File: src/rtl/srec_pkg.sv
package srec_pkg;

  localparam int ADDR_WIDTH = 32;
  localparam logic [31:0] ADDR_MASK = 32'((64'd1 << ADDR_WIDTH) - 64'd1);

  localparam logic [7:0] CHAR_TYPE_S1 = 8'h31;
  localparam logic [7:0] CHAR_TYPE_S2 = 8'h32;
  localparam logic [7:0] CHAR_TYPE_S3 = 8'h33;

  localparam logic [2:0] ADDR_BYTES_S1 = 3'd2;
  localparam logic [2:0] ADDR_BYTES_S2 = 3'd3;
  localparam logic [2:0] ADDR_BYTES_S3 = 3'd4;

  typedef struct packed {
    logic        valid;
    logic [31:0] byte_address;
    logic [7:0]  byte_value;
  } srec_result_t;

  typedef struct packed {
    logic       ok;
    logic [3:0] nibble;
  } srec_hex_t;

  function automatic logic is_space(input logic [7:0] c);
    return (c == 8'h20) || (c >= 8'h09 && c <= 8'h0D);
  endfunction

  function automatic srec_hex_t hex_decode(input logic [7:0] c);
    srec_hex_t h;
    h.ok     = 1'b1;
    h.nibble = 4'd0;
    if (c >= 8'h30 && c <= 8'h39) begin
      h.nibble = 4'(c - 8'h30);
    end else if (c >= 8'h41 && c <= 8'h46) begin
      h.nibble = 4'(c - 8'h41 + 8'd10);
    end else if (c >= 8'h61 && c <= 8'h66) begin
      h.nibble = 4'(c - 8'h61 + 8'd10);
    end else begin
      h.ok = 1'b0;
    end
    return h;
  endfunction

endpackage

File: src/rtl/srec_parser.sv
module srec_parser
  import srec_pkg::*;
(
  input  logic         clk,
  input  logic         rst_n,
  input  logic         char_accept,
  input  logic [7:0]   char_in,
  input  logic [31:0]  load_offset,
  output srec_result_t result
);

  typedef enum logic [2:0] {
    PH_IDLE,
    PH_TYPE,
    PH_COUNT,
    PH_ADDR,
    PH_DATA,
    PH_SKIP
  } phase_t;

  phase_t      phase_r, phase_nxt;
  logic [2:0]  abt_r, abt_nxt;
  logic [7:0]  count_r, count_nxt;
  logic [31:0] rec_addr_r, rec_addr_nxt;
  logic [3:0]  hi_r, hi_nxt;
  logic        pend_r, pend_nxt;
  logic [7:0]  seen_r, seen_nxt;

  srec_hex_t   hex;
  logic [7:0]  byte_val;
  logic [3:0]  used;
  logic [7:0]  data_total;
  logic [8:0]  seen_inc;

  always_comb begin
    hex        = hex_decode(char_in);
    byte_val   = {hi_r, hex.nibble};
    used       = {1'b0, abt_r} + 4'd1;
    data_total = (count_r > {4'd0, used}) ? count_r - {4'd0, used} : 8'd0;
    seen_inc   = {1'b0, seen_r} + 9'd1;

    phase_nxt    = phase_r;
    abt_nxt      = abt_r;
    count_nxt    = count_r;
    rec_addr_nxt = rec_addr_r;
    hi_nxt       = hi_r;
    pend_nxt     = pend_r;
    seen_nxt     = seen_r;

    result.valid        = 1'b0;
    result.byte_address = (rec_addr_r + {24'd0, seen_r} - load_offset) & ADDR_MASK;
    result.byte_value   = byte_val;

    if (is_space(char_in)) begin
      phase_nxt = PH_IDLE;
      pend_nxt  = 1'b0;
    end else begin
      unique case (phase_r)
        PH_IDLE: begin
          phase_nxt = PH_TYPE;
        end
        PH_TYPE: begin
          priority if (char_in == CHAR_TYPE_S1) abt_nxt = ADDR_BYTES_S1;
          else if (char_in == CHAR_TYPE_S2) abt_nxt = ADDR_BYTES_S2;
          else if (char_in == CHAR_TYPE_S3) abt_nxt = ADDR_BYTES_S3;
          else abt_nxt = abt_r;
          if (char_in == CHAR_TYPE_S1 || char_in == CHAR_TYPE_S2 ||
              char_in == CHAR_TYPE_S3) begin
            phase_nxt    = PH_COUNT;
            pend_nxt     = 1'b0;
            seen_nxt     = 8'd0;
            rec_addr_nxt = 32'd0;
          end else begin
            phase_nxt = PH_SKIP;
          end
        end
        PH_COUNT, PH_ADDR, PH_DATA: begin
          if (!hex.ok) begin
            phase_nxt = PH_SKIP;
            pend_nxt  = 1'b0;
          end else if (!pend_r) begin
            hi_nxt   = hex.nibble;
            pend_nxt = 1'b1;
          end else begin
            pend_nxt = 1'b0;
            if (phase_r == PH_COUNT) begin
              count_nxt = byte_val;
              seen_nxt  = 8'd0;
              phase_nxt = PH_ADDR;
            end else if (phase_r == PH_ADDR) begin
              rec_addr_nxt = {rec_addr_r[23:0], byte_val};
              seen_nxt     = seen_inc[7:0];
              if (seen_inc >= {6'd0, abt_r}) begin
                seen_nxt  = 8'd0;
                phase_nxt = (data_total == 8'd0) ? PH_SKIP : PH_DATA;
              end
            end else begin
              result.valid = 1'b1;
              seen_nxt     = seen_inc[7:0];
              if (seen_inc >= {1'b0, data_total}) phase_nxt = PH_SKIP;
            end
          end
        end
        PH_SKIP: begin
        end
        default: begin
          phase_nxt = PH_SKIP;
        end
      endcase
    end

    if (!char_accept) result.valid = 1'b0;
  end

  always_ff @(posedge clk) begin
    if (!rst_n) begin
      phase_r    <= PH_IDLE;
      abt_r      <= 3'd0;
      count_r    <= 8'd0;
      rec_addr_r <= 32'd0;
      hi_r       <= 4'd0;
      pend_r     <= 1'b0;
      seen_r     <= 8'd0;
    end else if (char_accept) begin
      phase_r    <= phase_nxt;
      abt_r      <= abt_nxt;
      count_r    <= count_nxt;
      rec_addr_r <= rec_addr_nxt;
      hi_r       <= hi_nxt;
      pend_r     <= pend_nxt;
      seen_r     <= seen_nxt;
    end
  end

  // a byte only comes out on the second digit of a data pair
  a_result_in_data: assert property (@(posedge clk) disable iff (!rst_n)
    result.valid |-> (phase_r == PH_DATA) && pend_r)
    else $error("result outside data phase");

  // whitespace always drops a half-built byte
  a_space_clears: assert property (@(posedge clk) disable iff (!rst_n)
    (char_accept && is_space(char_in)) |=> (!pend_r && phase_r == PH_IDLE))
    else $error("whitespace did not end record");

endmodule

File: src/rtl/srec_out_reg.sv
module srec_out_reg
  import srec_pkg::*;
(
  input  logic         clk,
  input  logic         rst_n,
  input  srec_result_t result,
  input  logic         out_ready,
  output logic         slot_free,
  output logic         out_valid,
  output logic [31:0]  out_byte_address,
  output logic [7:0]   out_byte_value
);

  logic        valid_r;
  logic [31:0] addr_r;
  logic [7:0]  value_r;

  assign slot_free        = !valid_r || out_ready;
  assign out_valid        = valid_r;
  assign out_byte_address = addr_r;
  assign out_byte_value   = value_r;

  always_ff @(posedge clk) begin
    if (!rst_n) begin
      valid_r <= 1'b0;
    end else if (result.valid) begin
      valid_r <= 1'b1;
    end else if (out_ready) begin
      valid_r <= 1'b0;
    end
  end

  always_ff @(posedge clk) begin
    if (result.valid) begin
      addr_r  <= result.byte_address;
      value_r <= result.byte_value;
    end
  end

  // a new result may only land when the slot is free or draining
  a_no_overwrite: assert property (@(posedge clk) disable iff (!rst_n)
    result.valid |-> slot_free)
    else $error("result overwrote a pending transaction");

  a_drain: assert property (@(posedge clk) disable iff (!rst_n)
    (valid_r && out_ready && !result.valid) |=> !valid_r)
    else $error("output not released after transaction");

endmodule

File: src/rtl/srec_record_decoder_core.sv
// S-record decoder: takes one ASCII character per transaction and emits one
// (address, byte) transaction for every data byte of S1/S2/S3 records. Each
// character is decoded combinationally, so a new character is accepted every
// cycle; in_ready falls only while a decoded byte waits at the output and
// out_ready is low. Address = record address + byte index - load offset,
// modulo 2^32. Checksums are not verified; other record types and records
// with bad hex digits are skipped up to the next whitespace. Write
// cfg_wr_data with cfg_wr_en only while no characters are in flight.
module srec_record_decoder_core
  import srec_pkg::*;
(
  input  logic        clk,
  input  logic        rst_n,
  input  logic        in_valid,
  output logic        in_ready,
  input  logic [7:0]  in_char_in,
  output logic        out_valid,
  input  logic        out_ready,
  output logic [31:0] out_byte_address,
  output logic [7:0]  out_byte_value,
  input  logic        cfg_wr_en,
  input  logic [31:0] cfg_wr_data
);

  logic [31:0]  load_offset_r;
  logic         slot_free;
  logic         char_accept;
  srec_result_t result;

  always_ff @(posedge clk) begin
    if (!rst_n) begin
      load_offset_r <= 32'd0;
    end else if (cfg_wr_en) begin
      load_offset_r <= cfg_wr_data;
    end
  end

  assign in_ready    = slot_free;
  assign char_accept = in_valid && slot_free;

  srec_parser u_parser (
    .clk         (clk),
    .rst_n       (rst_n),
    .char_accept (char_accept),
    .char_in     (in_char_in),
    .load_offset (load_offset_r),
    .result      (result)
  );

  srec_out_reg u_out_reg (
    .clk              (clk),
    .rst_n            (rst_n),
    .result           (result),
    .out_ready        (out_ready),
    .slot_free        (slot_free),
    .out_valid        (out_valid),
    .out_byte_address (out_byte_address),
    .out_byte_value   (out_byte_value)
  );

endmodule

File: config.mk
export PLATFORM = sky130hd
export DESIGN_NAME = srec_record_decoder_core
export DESIGN_NICKNAME = d
export VERILOG_FILES = /design/src/rtl/srec_pkg.sv /design/src/rtl/srec_parser.sv /design/src/rtl/srec_out_reg.sv /design/src/rtl/srec_record_decoder_core.sv
export SDC_FILE = /design/constraint.sdc
export NUM_CORES = 1
export LEC_CHECK = 0
export BUFFER_PORTS_ARGS = -buffer_cell sky130_fd_sc_hd__clkbuf_2
export CELL_PAD_IN_SITES_DETAIL_PLACEMENT = 0
export CELL_PAD_IN_SITES_GLOBAL_PLACEMENT = 1
export CORE_MARGIN = 2
export CORE_UTILIZATION = 45
export CTS_CLUSTER_DIAMETER = 150
export CTS_CLUSTER_SIZE = 30
export DETAILED_ROUTE_END_ITERATION = 7
export GPL_TIMING_DRIVEN = 1
export PLACE_DENSITY = 0.9
export SETUP_SLACK_MARGIN = 0.05
export SKIP_LAST_GASP = 1
export SLEW_MARGIN = 40
export SYNTH_ARGS = -nofsm -noshare
export SYNTH_HDL_FRONTEND = slang
export SYNTH_HIERARCHICAL = 1
export SYNTH_SLANG_ARGS = --single-unit
export TNS_END_PERCENT = 1
File: constraint.sdc
create_clock -name clk -period 4.4 [get_ports clk]
set_clock_uncertainty 0.15 [all_clocks]
set_input_delay 0.22 -clock clk [delete_from_list [all_inputs] [get_ports clk]]
set_output_delay 0.22 -clock clk [all_outputs]
set_load 0.01 [all_outputs]
Word level (Yosys, flattened, before mapping)
Cells that the tools add are included.
{ "totals": {"ff_bits": 132, "latch_bits": 0, "ramBits": 0, "mem_bits_ro": 0, "input_bits": 45, "out_inout_bits": 42, "word_cells": 124, "n_memories": 0} }
{ "classes": {"add_sub_neg": 10, "n_mul": 0, "n_div": 0, "magnitude_cmp": 11, "n_eq_ne": 19, "shifts": 0, "n_mux": 47, "bitwise_logic": 2, "reduce_logical": 24} }
{ "ops": {"columns": ["cell", "count"], "rows": [
  ["two-way mux 32 bit", 5],
  ["one-hot mux 32 bit (2 select lines)", 1],
  ["two-way mux 8 bit", 7],
  ["two-way mux 3 bit", 11],
  ["adder 32 x 8 -> 32 bit", 1],
  ["== test 8 x 6 -> 1 bit (second input constant)", 4],
  ["subtractor 32 bit", 1],
  ["two-way mux 1 bit", 17],
  ["greater-or-equal comparator 8 x 7 -> 1 bit (second input constant)", 2],
  ["less-or-equal comparator 8 x 7 -> 1 bit (second input constant)", 2],
  ["one-hot mux 8 bit (2 select lines)", 1],
  ["two-way mux 4 bit", 3],
  ["!= test 6 bit (second input constant)", 2],
  ["one-hot mux 3 bit (4 select lines)", 1],
  ["AND reduction 6 bit", 2],
  ["subtractor 4 x 1 -> 4 bit (second input constant)", 3],
  ["!= test 2 x 1 -> 1 bit (second input constant)", 5],
  ["AND reduction 5 bit", 2],
  ["adder 8 x 1 -> 9 bit (second input constant)", 1],
  ["greater-or-equal comparator 9 x 3 -> 1 bit", 1],
  ["greater-or-equal comparator 9 x 8 -> 1 bit", 1],
  ["adder 4 bit (second input constant)", 2],
  ["greater-or-equal comparator 8 x 4 -> 1 bit (second input constant)", 1],
  ["greater-or-equal comparator 8 x 6 -> 1 bit (second input constant)", 1],
  ["24 further kinds", 36]
]} }

Logic depth before layout (Yosys ltp)
Gate-level depths: netlist of run 1.
{ "logic_depth": {"ltp_word": 12, "mapped_depth": 17, "mapped_depth_nobuf": 17} }

Modules after synthesis
Netlist of run 1, hierarchy kept.
{ "modules_own_cells": {"columns": ["mod", "instances", "cells_each", "area_each_um2", "seq_area_each_um2"], "rows": [
  ["srec_parser", 1, 747, 5744.3, 1181.1],
  ["srec_out_reg", 1, 44, 1249.9, 1221.2],
  ["srec_record_decoder_core", 1, 104, 1249.9, 640.6]
]} }

Least setup slack after synthesis of run 1
No wires, ideal clock.
{ "synth_path": {"path_type": "reg2reg", "from": "register u_parser.abt_r[0]", "to": "register u_parser.phase_r[2]", "setup_ps": 119, "arrival_ps": 3028, "t_required_ps": 4131, "slack_ps": 1103, "path_stages_with_launch": 16, "n_path_buf": 0, "period_less_slack_ps": 3297, "cell_sequence": "dfxtp_1 ha_1 inv_1 fa_1 a21oi_1 o21ai_0 xor2_1 a21o_1 ha_1 a21o_1 a211o_1 a31oi_1 o21ai_1 a31oi_1 nor3_1 o221a_2"} }
{ "synth_via": {"elab_chain_len": 6, "elab_cells_between_ends": 9, "cone_classes": "add/sub: 2; order compare: 3; eq/ne: 2; mux: 1; reduce/logical: 1"} }
{ "synth_lines": {"columns": ["item", "line_no", "source"], "rows": [
  ["start: declaration", "srec_parser.sv:22", "logic [2:0] abt_r, abt_nxt;"],
  ["start signal: assignment", "srec_parser.sv:126", "abt_r <= abt_nxt;"],
  ["adder 3 x 1 -> 4 bit", "srec_parser.sv:38", "used = {1'b0, abt_r} + 4'd1;"],
  ["subtractor 8 x 4 -> 8 bit / > comparator 8 x 4 -> 1 bit (equally long branches)", "srec_parser.sv:39", "data_total = (count_r > {4'd0, used}) ? count_r - {4'd0, used} : 8'd0;"],
  ["two-way mux 8 bit", "srec_parser.sv:39", null],
  ["greater-or-equal comparator 9 x 8 -> 1 bit", "srec_parser.sv:100", "if (seen_inc >= {1'b0, data_total}) phase_nxt = PH_SKIP;"],
  ["!= test 6 bit (no line)", null, null],
  ["AND reduction 5 bit (no line) (*)", null, null],
  ["end signal: assignment", "srec_parser.sv:125", "phase_r <= phase_nxt;"],
  ["end: declaration", "srec_parser.sv:21", "phase_t phase_r, phase_nxt;"]
]} }
Every way passes the cells marked *; elsewhere a longest branch is shown, timed or not.
A chain may end at the register's enable or synchronous reset.

==> impl_results.md, run 1 <==
- Status: finished clean
- Input/output buffers: 86
- Share of Yosys cell area claimed by the top area cell type: 0.223
- CP delay by family, top: compound AO/OA/AOI/OAI gates
- CTS tree: yes
- Final ANT Viol Nets: 0
- TritonCTS Buffers: 17
- Fmax: 0.269 GHz
- Clock share of power: 0.459
- First-pass GRT wire length: 30900 um
- Final GP Congestion: 0.881
- Dpl cells: 1182
- Most frequent cells in the layout: dfxtp_1, clkbuf_2, inv_1
- CP required: 4.41 ns
- WHS: 0.167 ns
- Layout cells sized above 1: 0.136
- Clk_lat worst skew: 0.42 ns
- Number of global-route vias before repair: 6456
- Worst Path Buf+Inv: 2
- Die width: 139 um
- Dominant cell type by area after synthesis: dfxtp_1
- Final wirelength: 18700 um
- Critical setup path kind: reg2reg
- Sequential area share after synthesis: 0.369
- Worst IR drop on VDD: 237 uV
- Synth Register Bits: 132
- CP Capture Type: flip-flop
- Crit path largest cell delay: 0.56 ns
- Actual slew at the worst max-slew pin: 0.887 ns
- Worst Hold Class: in2reg
- Clock Tree Root: clkbuf_16
- Die Ht: 139 um
- Switch share: 0.233
- Net Count, Synth: 1025
- Post-CTS setup buffers: 0
- Arrival time at the worst endpoint: 3.73 ns
- Post-DP HPWL: 13700 um
- Detailed Route Iter0 Violations: 319
- Core area: 18000 um^2
- Ys async rst share: 0
- Cell area after placement: 8840 um^2
- Slew Viols, Final: 0
- RSZ-0062 raised after global routing: no
- Area added between synthesis and finish: 18.3%
- Via density per instance: 5.29
- Syn_area_per_cell: 9.21 um^2
- Initial antenna violation count: 0
- Worst path cell trace: inv_1 -> fa_1 -> inv_1 -> ha_1 -> a21o_1 -> and4_1 -> o21ai_1 -> a21oi_1 -> or3_1 -> a31o_2 -> a311oi_2 -> xnor2_1
- Cell Area, Synth: 8240 um^2
- Final hold viol count: 0
- Final setup viols: 0
- DR WL/cell: 15.0 um
- Synth Flop Type: dfxtp_1
- Total number of vias: 6602
- Sequential share of power: 0.433
- Num rows: 49
- GRT Util Overall: 0.195
- I/O pins: 87
- Psw: 696 uW
- Router iterations before antenna repair: 5
- Clk slew on worst S/H paths: 0.06 ns
- Setup Total Neg Slack: 0 ns
- Clock Path Buffers: 2
- Finished Layout Cells: 1247
- Max transition margin: 0.402
- Htree depth: 4
- Lkg Pwr: 4.15 nW
- Part of the cycle the worst path needs: 0.845
- CP max FO: 3
- Sink Count: 132
- Yosys Warn Count: 6
- Area contributors post-synth: dfxtp_1, edfxtp_1, ha_1
- Fillcell total: 1596
- Cell count after synthesis: 895
- Die Area: 19400 um^2
- DRC Markers: 0
- Most frequent CP cell: inv_1
- Period minus WS final: 3.72 ns
- ANT cells: 0
- EDFF count, synth: 40
- Int Pwr: 2.29 mW
- Maxcap violations: 0
- PwrDens: 307 nW/um^2
- Total grt overflow: 0
- Critical path's slowest cell: fa_1
- Most common cell after layout, fill and taps aside: dfxtp_1
- Worst Setup Start Kind: flip-flop
- Netlist cell types: 76
- Post-route cell area: 9760 um^2
- Initial Util: 0.459
- Combinational power share: 0.108
- Finished Core Util: 0.543
- Largest net degree at the start of global routing: 64
- Fin nets: 1135
[area by class of cell]
| type | instances | area [um^2] | share of cell area |
|---|---|---|---|
| Sequential cell | 132 | 3040 | 0.312 |
| Clock buffer | 27 | 557 | 0.0571 |
| Inverter | 82 | 308 | 0.0315 |
| Clock inverter | 5 | 32.5 | 0.00333 |
| Timing Repair Buffer | 125 | 821 | 0.0841 |
| Multi-Input combinational cell | 647 | 4710 | 0.483 |
| Tap cell | 229 | 287 | 0.0294 |
[metal layers]
metal / track usage / part of all wire
met1: 0.234 / 0.45
met2: 0.351 / 0.50
met3: 0.0375 / 0.031
met4: 0.0638 / 0.017
met5: 0 / 0
[worst register-to-register path, delay by kind of cell, from the launching register on]
kind            cells  cell delay, ns
flops               1            0.36
fa+ha+maj           2            0.86
compound gates      5            1.21
xor+xnor            1            0.10
simple gates        2            0.64
buf+inv             2            0.14
[power groups by stage]
| stage | combinational, mW | clock (mW) | sequential [mW] |
|---|---|---|---|
| final | 0.323 | 1.37 | 1.29 |
| after global routing | 0.358 | 1.44 | 1.30 |
| after CTS | 0.324 | 1.40 | 1.29 |
| after detailed placement | 0.298 | 0 | 1.32 |
| after global placement | 0.294 | 0 | 1.32 |
| after floorplan | 0.229 | 0 | 1.31 |
[metrics by stage]
step	total power, mW	setup slack (ns)
3_3_place_gp	1.61	0.834
2_1_floorplan	1.54	1.10
5_1_grt	3.10	0.511
4_1_cts	3.02	0.720
6_report	2.99	0.683
3_5_place_dp	1.62	0.771
[worst paths after layout]
check / start / end / slack (ns) / depth (start not counted)
worst min-delay path: in_char_in[3] / u_parser/abt_r[1]$_SDFFE_PN0P_ / 0.17 / 4
worst max-delay path: u_parser/rec_addr_r[1]$_SDFFE_PN0P_ / u_out_reg/out_byte_address[31]$_DFFE_PP_ / 0.68 / 12
worst min register to register: u_parser/rec_addr_r[30]$_SDFFE_PN0P_ / u_parser/rec_addr_r[30]$_SDFFE_PN0P_ / 0.31 / 2
worst max register to register: u_parser/rec_addr_r[1]$_SDFFE_PN0P_ / u_out_reg/out_byte_address[31]$_DFFE_PP_ / 0.68 / 12
[flip-flops by register name, summed over array words and instances, names as in the netlist, 4 cells and up]
register	cells
u_parser/rec_addr_r	32
load_offset_r	32
u_parser/count_r	8
u_parser/seen_r	8
u_parser/hi_r	4
u_out_reg/out_byte_value	8
u_out_reg/out_byte_address	32
[timing repair]
| item | in CTS | in global routing |
|---|---|---|
| endpoints found under the hold margin | 33 | 0 |
| gates resized for setup | 0 | 0 |
| hold buffers | 33 | 0 |
[Yosys cell counts (16+ instances only)]
cell type and number:
xnor2_1 22, a21oi_1 39, inv_1 80, clkbuf_1 21
mux2i_1 45, a21boi_1 38, o21ai_1 16, nor2_1 46
dfxtp_1 92, nand2_1 72, nor2b_1 54, o21ai_0 21
ha_1 76, edfxtp_1 40, nand3_1 51
[kinds of logic (layout without fill, tap and decap cells)]
| group | after synthesis | count (layout) | synth area share |
|---|---|---|---|
| AND/OR/NAND/NOR | 293 | 293 | 0.184 |
| AO/OA/AOI/OAI | 194 | 194 | 0.161 |
| flip-flops | 132 | 132 | 0.369 |
| buffers and inverters | 116 | 239 | 0.0613 |
| adder cells (fa/ha/maj) | 85 | 85 | 0.137 |
| multiplexers | 46 | 46 | 0.0560 |
| XOR/XNOR | 29 | 29 | 0.0308 |
Power figures use the tool's default switching activity.
==> run 2: changes to the inputs <==
Clock period 4.4 ns to 3.7 ns, I/O delays scaled along.
==> impl_results.md, run 2 (synthesis gave the netlist of run 1 again) <==
- Maxcap violations: 0 (unchanged)
- Post-DP HPWL: 14000 um (+2.3%)
- Total number of vias: 6702 (+1.5%)
- Most frequent CP cell: inv_1
- Worst path cell trace: inv_1 -> fa_2 -> inv_1 -> ha_1 -> a21o_1 -> and4_1 -> o21ai_2 -> a21oi_2 -> or3_1 -> a31o_2 -> a311oi_2 -> xnor2_1
- Area added between synthesis and finish: 19.6%
- Clock Tree Root: clkbuf_16
- Clock Path Buffers: 2 (unchanged)
- I/O pins: 87 (unchanged)
- Period minus WS final: 3.60 ns (-0.118 ns)
- Largest net degree at the start of global routing: 62 (-3.1%)
- Worst Hold Class: in2reg
- Actual slew at the worst max-slew pin: 0.693 ns (-0.194 ns)
- PnR Total Power: 3.67 mW (+23%)
- Psw: 862 uW (+24%)
- CP delay by family, top: compound AO/OA/AOI/OAI gates
- CTS tree: yes
- Initial antenna violation count: 0 (unchanged)
- Layout cells sized above 1: 0.155 (+0.0190)
- Core area: 18000 um^2 (unchanged)
- Die Ht: 139 um (unchanged)
- Initial Util: 0.459 (unchanged)
- Final setup viols: 0 (unchanged)
- Final GP Congestion: 0.900 (+2.1%)
- Register Area: 3050 um^2 (+0.12%)
- CP max FO: 3 (unchanged)
- Arrival time at the worst endpoint: 3.62 ns (-0.11 ns)
- Clk_lat worst skew: 0.42 ns (about the same)
- CP Capture Type: flip-flop
- GRT Util Overall: 0.197 (+0.00207)
- Final wirelength: 19200 um (+2.3%)
- Pre-CTS setup slack: 0.100 ns (-0.670 ns)
- Part of the cycle the worst path needs: 0.973 (+0.128)
- Crit path largest cell delay: 0.58 ns (+0.02 ns)
- Worst Path Buf+Inv: 2 (unchanged)
- Fillcell total: 1611 (+0.94%)
- Sink Count: 132 (unchanged)
- TritonCTS Buffers: 17 (unchanged)
- Total grt overflow: 0 (unchanged)
- Router iterations before antenna repair: 5 (unchanged)
- Switch share: 0.235 (+0.00255)
- Combinational power share: 0.106 (-0.002)
- Detailed Route Iter0 Violations: 369 (+16%)
- Area of the multi-input gates: 4750 um^2 (+0.96%)
- Status: finished clean
- Worst Setup Start Kind: flip-flop
- Clock share of power: 0.474 (+0.015)
- Slew Viols, Final: 0 (unchanged)
- Finished Core Util: 0.549 (+0.00585)
- Setup Total Neg Slack: 0 ns (unchanged)
- Sequential share of power: 0.420 (-0.013)
- Die width: 139 um (unchanged)
- Fin nets: 1139 (+0.35%)
- Die Area: 19400 um^2 (unchanged)
- Lkg Pwr: 4.20 nW (+1.1%)
- Final ANT Viol Nets: 0 (unchanged)
- Dpl cells: 1185 (+0.25%)
- First-pass GRT wire length: 30900 um (unchanged)
- Number of global-route vias before repair: 6478 (+0.34%)
- R2r setup slk: 0.10 ns (-0.58 ns)
- Num rows: 49 (unchanged)
- Most frequent cells in the layout: dfxtp_1, clkbuf_2, inv_1
- Clk slew on worst S/H paths: 0.06 ns (about the same)
- Final worst slack: 0.101 ns (-0.582 ns)
- Input/output buffers: 86 (unchanged)
- Fmax: 0.278 GHz (+3.3%)
- DRC Markers: 0 (unchanged)
- Int Pwr: 2.80 mW (+22%)
- PwrDens: 372 nW/um^2 (+21%)
- Critical setup path kind: reg2reg
- Most common cell after layout, fill and taps aside: dfxtp_1
- Worst IR drop on VDD: 236 uV (-0.51%)
- CP required: 3.72 ns (-0.69 ns)
- Critical path's slowest cell: fa_2
- Htree depth: 4 (unchanged)
- Max transition margin: 0.534 (+0.132)
- Via density per instance: 5.36 (+1.2%)
- Finished Layout Cells: 1251 (+0.32%)
- RSZ-0062 raised after global routing: yes
- DR WL/cell: 15.3 um (+2.0%)
- Final hold viol count: 0 (unchanged)
- ANT cells: 0 (unchanged)
run 2: metal layers:
metal,GRT usage,part of all wire,up-vias
met4,0.0771,0.023,0
met3,0.0427,0.039,26
met2,0.345,0.50,141
met1,0.236,0.43,3142
met5,0,0,-
li1,-,-,3393
run 2: path summary, 6_finish.rpt:
check,end,depth (start not counted),from
setup reg to reg,u_out_reg/out_byte_address[31]$_DFFE_PP_,12,u_parser/rec_addr_r[1]$_SDFFE_PN0P_
hold / removal,u_parser/abt_r[1]$_SDFFE_PN0P_,4,in_char_in[3]
hold reg to reg,u_parser/rec_addr_r[30]$_SDFFE_PN0P_,2,u_parser/rec_addr_r[30]$_SDFFE_PN0P_
setup / recovery,u_out_reg/out_byte_address[31]$_DFFE_PP_,12,u_parser/rec_addr_r[1]$_SDFFE_PN0P_
run 2: worst register-to-register path: cells and delay by family, from the launching register on:
family,cells,cell delay [ns]
AOI/OAI and AO/OA,5,1.12
DFF,1,0.35
xor gates and xnor gates,1,0.10
and+or+nand+nor,2,0.63
adders and majority gates,2,0.87
buffers and inverters,2,0.13
run 2: repair_timing:
| item | CTS | global route |
|---|---|---|
| endpoints found under the setup margin | 1 | 12 |
| setup buffers | 0 | 1 |
| resized for setup | 1 | 13 |
| pin swaps | 0 | 5 |
| hold endpoints to repair | 33 | 0 |
| gates cloned | 0 | 0 |
| hold buffers | 33 | 0 |
run 2: power by group through the flow:
| stage | Clock (mW) | Sequential, mW | Combinational [mW] |
|---|---|---|---|
| after global routing | 1.84 | 1.54 | 0.434 |
| after detailed placement | 0 | 1.57 | 0.356 |
| final | 1.74 | 1.54 | 0.390 |
| after CTS | 1.77 | 1.54 | 0.387 |
| after floorplan | 0 | 1.56 | 0.272 |
| after global placement | 0 | 1.57 | 0.352 |
run 2: cell type report:
| type | instances | area share |
|---|---|---|
| Multi-Input combinational cell | 647 | 0.482 |
| Tap cell | 229 | 0.0291 |
| Clock buffer | 23 | 0.0551 |
| Clock inverter | 9 | 0.00863 |
| Sequential cell | 132 | 0.309 |
| Inverter | 82 | 0.0312 |
| Timing Repair Buffer | 129 | 0.0850 |
run 2: through the flow:
step / area (um^2) / hold slack (ns)
final: 9860 / 0.106
after global routing: 9860 / 0.127
after CTS: 9810 / 0.0983
after detailed placement: 8850 / 0.297
after global placement: 8840 / 0.296
after floorplan: 8240 / 0.163
==> run 3: changes to the inputs <==
Settings changed: RECOVER_POWER set to 100.
==> impl_results.md, run 3 (synthesis gave the netlist of run 1 again) <==
- Status: complete, but fails checks
- Failing checks: capacitance limit
- Finished Layout Cells: 1251 (unchanged)
- Critical path's slowest cell: fa_2
- Router iterations before antenna repair: 5 (unchanged)
- GRT Util Overall: 0.197 (unchanged)
- Highest metal used: met4
- RSZ-0062 raised after global routing: yes
- Most common cell after layout, fill and taps aside: dfxtp_1
- Die Area: 19400 um^2 (unchanged)
- Period minus WS final: 3.58 ns (-0.0143 ns)
- DRC Markers: 0 (unchanged)
- First-pass GRT wire length: 30900 um (unchanged)
- Number of global-route vias before repair: 6478 (unchanged)
- Clk slew on worst S/H paths: 0.06 ns (about the same)
- Dpl cells: 1185 (unchanged)
- Htree depth: 4 (unchanged)
- WL met1: 8380 um (+0.99%)
- Critical R2R Capture: u_out_reg/out_byte_address[31]$_DFFE_PP_
- Max transition margin: 0.00571 (-0.528)
- Arrival time at the worst endpoint: 3.60 ns (-0.02 ns)
- Clk_lat worst skew: 0.42 ns (about the same)
- Slew Viols, Final: 0 (unchanged)
- TritonCTS Buffers: 17 (unchanged)
- Die Ht: 139 um (unchanged)
- Final GP Congestion: 0.900 (unchanged)
- Fmax: 0.279 GHz (+0.40%)
- Largest net degree at the start of global routing: 62 (unchanged)
- Post-route cell area: 9780 um^2 (-0.88%)
- Worst Hold Class: in2reg
- Clock Path Buffers: 2 (unchanged)
- CP max FO: 3 (unchanged)
- Sink Count: 132 (unchanged)
- CP Capture Type: flip-flop
- Reg2reg start: u_parser/rec_addr_r[1]$_SDFFE_PN0P_
- Detailed Route Iter0 Violations: 393 (+6.5%)
- Die width: 139 um (unchanged)
- Met3 WL: 755 um (unchanged)
- Core area: 18000 um^2 (unchanged)
- Total number of vias: 6700 (-0.030%)
- Clock Tree Root: clkbuf_16
- Worst Setup Start Kind: flip-flop
- Worst setup startpoint: u_parser/rec_addr_r[1]$_SDFFE_PN0P_
- Most frequent CP cell: inv_1
- Final hold viol count: 0 (unchanged)
- Lkg Pwr: 4.04 nW (-3.9%)
- Initial antenna violation count: 0 (unchanged)
- Worst IR drop on VDD: 236 uV (-0.11%)
- Worst path cell trace: inv_1 -> fa_2 -> inv_1 -> ha_1 -> a21o_1 -> and4_1 -> o21ai_2 -> a21oi_2 -> or3_1 -> a31o_2 -> a311oi_2 -> xnor2_1
- Layout cells sized above 1: 0.105 (-0.0499)
- Final wirelength: 19300 um (+0.82%)
- Met2 WL: 9810 um (+1.4%)
- I/O pins: 87 (unchanged)
- Crit path largest cell delay: 0.58 ns (about the same)
- PwrDens: 375 nW/um^2 (+0.81%)
- Hold Path Origin: in_char_in[3]
- Input/output buffers: 86 (unchanged)
- Most frequent cells in the layout: dfxtp_1, inv_1, ha_1
- WHS: 0.103 ns (-0.00319 ns)
- Via density per instance: 5.36 (about the same)
- Area added between synthesis and finish: 18.6%
- CTS tree: yes
- CP required: 3.72 ns (about the same)
- Part of the cycle the worst path needs: 0.969 (-0.00387)
- Num rows: 49 (unchanged)
- R2r setup slk: 0.12 ns (about the same)
- Maxcap violations: 1 (+1)
- Total grt overflow: 0 (unchanged)
- Actual slew at the worst max-slew pin: 1.49 ns (+0.798 ns)
- Fin nets: 1139 (unchanged)
- DR WL/cell: 15.4 um (+0.82%)
- Initial Util: 0.459 (unchanged)
- Setup Total Neg Slack: 0 ns (unchanged)
- Post-DP HPWL: 14000 um (unchanged)
- Worst Setup EP: u_out_reg/out_byte_address[31]$_DFFE_PP_
- ANT cells: 0 (unchanged)
- Final setup viols: 0 (unchanged)
- Final ANT Viol Nets: 0 (unchanged)
- PnR Total Power: 3.66 mW (about the same)
- R2r worst-path depth: 12 (unchanged)
- Critical setup path kind: reg2reg
- Cell area after placement: 8850 um^2 (unchanged)
## run 3: cell count changes in the layout (fill, tap and decap cells not counted), sizes merged
| cell | delta |
|---|---|
| buf | -5 |
| clkbuf | +5 |
## run 3: power by group
part | leakage (nW) | switching, mW | internal, mW
Combinational | 2.63 | 0.209 | 0.180
Sequential | 1.10 | 0.0192 | 1.52
Clock | 0.307 | 0.632 | 1.10
Total | 4.04 | 0.861 | 2.80
## run 3: critical path: cells and delay by family (launching register included)
family          cells  cell delay (ns)
simple gates        2             0.63
fa+ha+maj           2             0.87
xor+xnor            1             0.10
compound gates      5             1.10
flops               1             0.34
buf+inv             2             0.13
## run 3: worst min path at each step
stage / endpoint / slack [ns] / depth (start not counted)
2_1_floorplan: load_offset_r[29]$_SDFFE_PN0P_ / 0.16 / 1
3_3_place_gp: load_offset_r[27]$_SDFFE_PN0P_ / 0.30 / 3
3_5_place_dp: u_parser/rec_addr_r[30]$_SDFFE_PN0P_ / 0.30 / 2
4_1_cts: u_parser/abt_r[1]$_SDFFE_PN0P_ / 0.1 / 4
5_1_grt: u_parser/abt_r[1]$_SDFFE_PN0P_ / 0.13 / 4
6_report: u_parser/abt_r[1]$_SDFFE_PN0P_ / 0.10 / 4
## run 3: what timing repair did
action,4_1_cts,5_1_grt
hold buffers,33,0
cloned,0,0
resized for setup,1,13
setup buffers,0,1
pin swaps,0,5
endpoints found under the setup margin,1,12
endpoints found under the hold margin,33,0
## run 3: final cells by class
| cell class | instances | area [um^2] |
|---|---|---|
| fillers | 1650 | 8190 |
| multi-input cells | 647 | 4740 |
| flip-flops and latches | 132 | 3050 |
| repair buffers | 129 | 767 |
| clock buffers | 23 | 543 |
| inverters | 82 | 308 |
| well taps | 229 | 287 |
| clock inverters | 9 | 85.1 |
## run 3: metrics by stage
step                       util  worst slack [ns]
after floorplan               -             0.403
final                     0.544             0.115
after global placement    0.492             0.155
after detailed placement  0.493             0.100
after global routing      0.544           -0.0446
after CTS                 0.546             0.111
## run 3: routing by layer
metal / vias up / global-route usage
met2: 144 / 0.345
met1: 3131 / 0.236
li1: 3397 / -
met3: 28 / 0.0427
met5: - / 0
met4: 0 / 0.0771
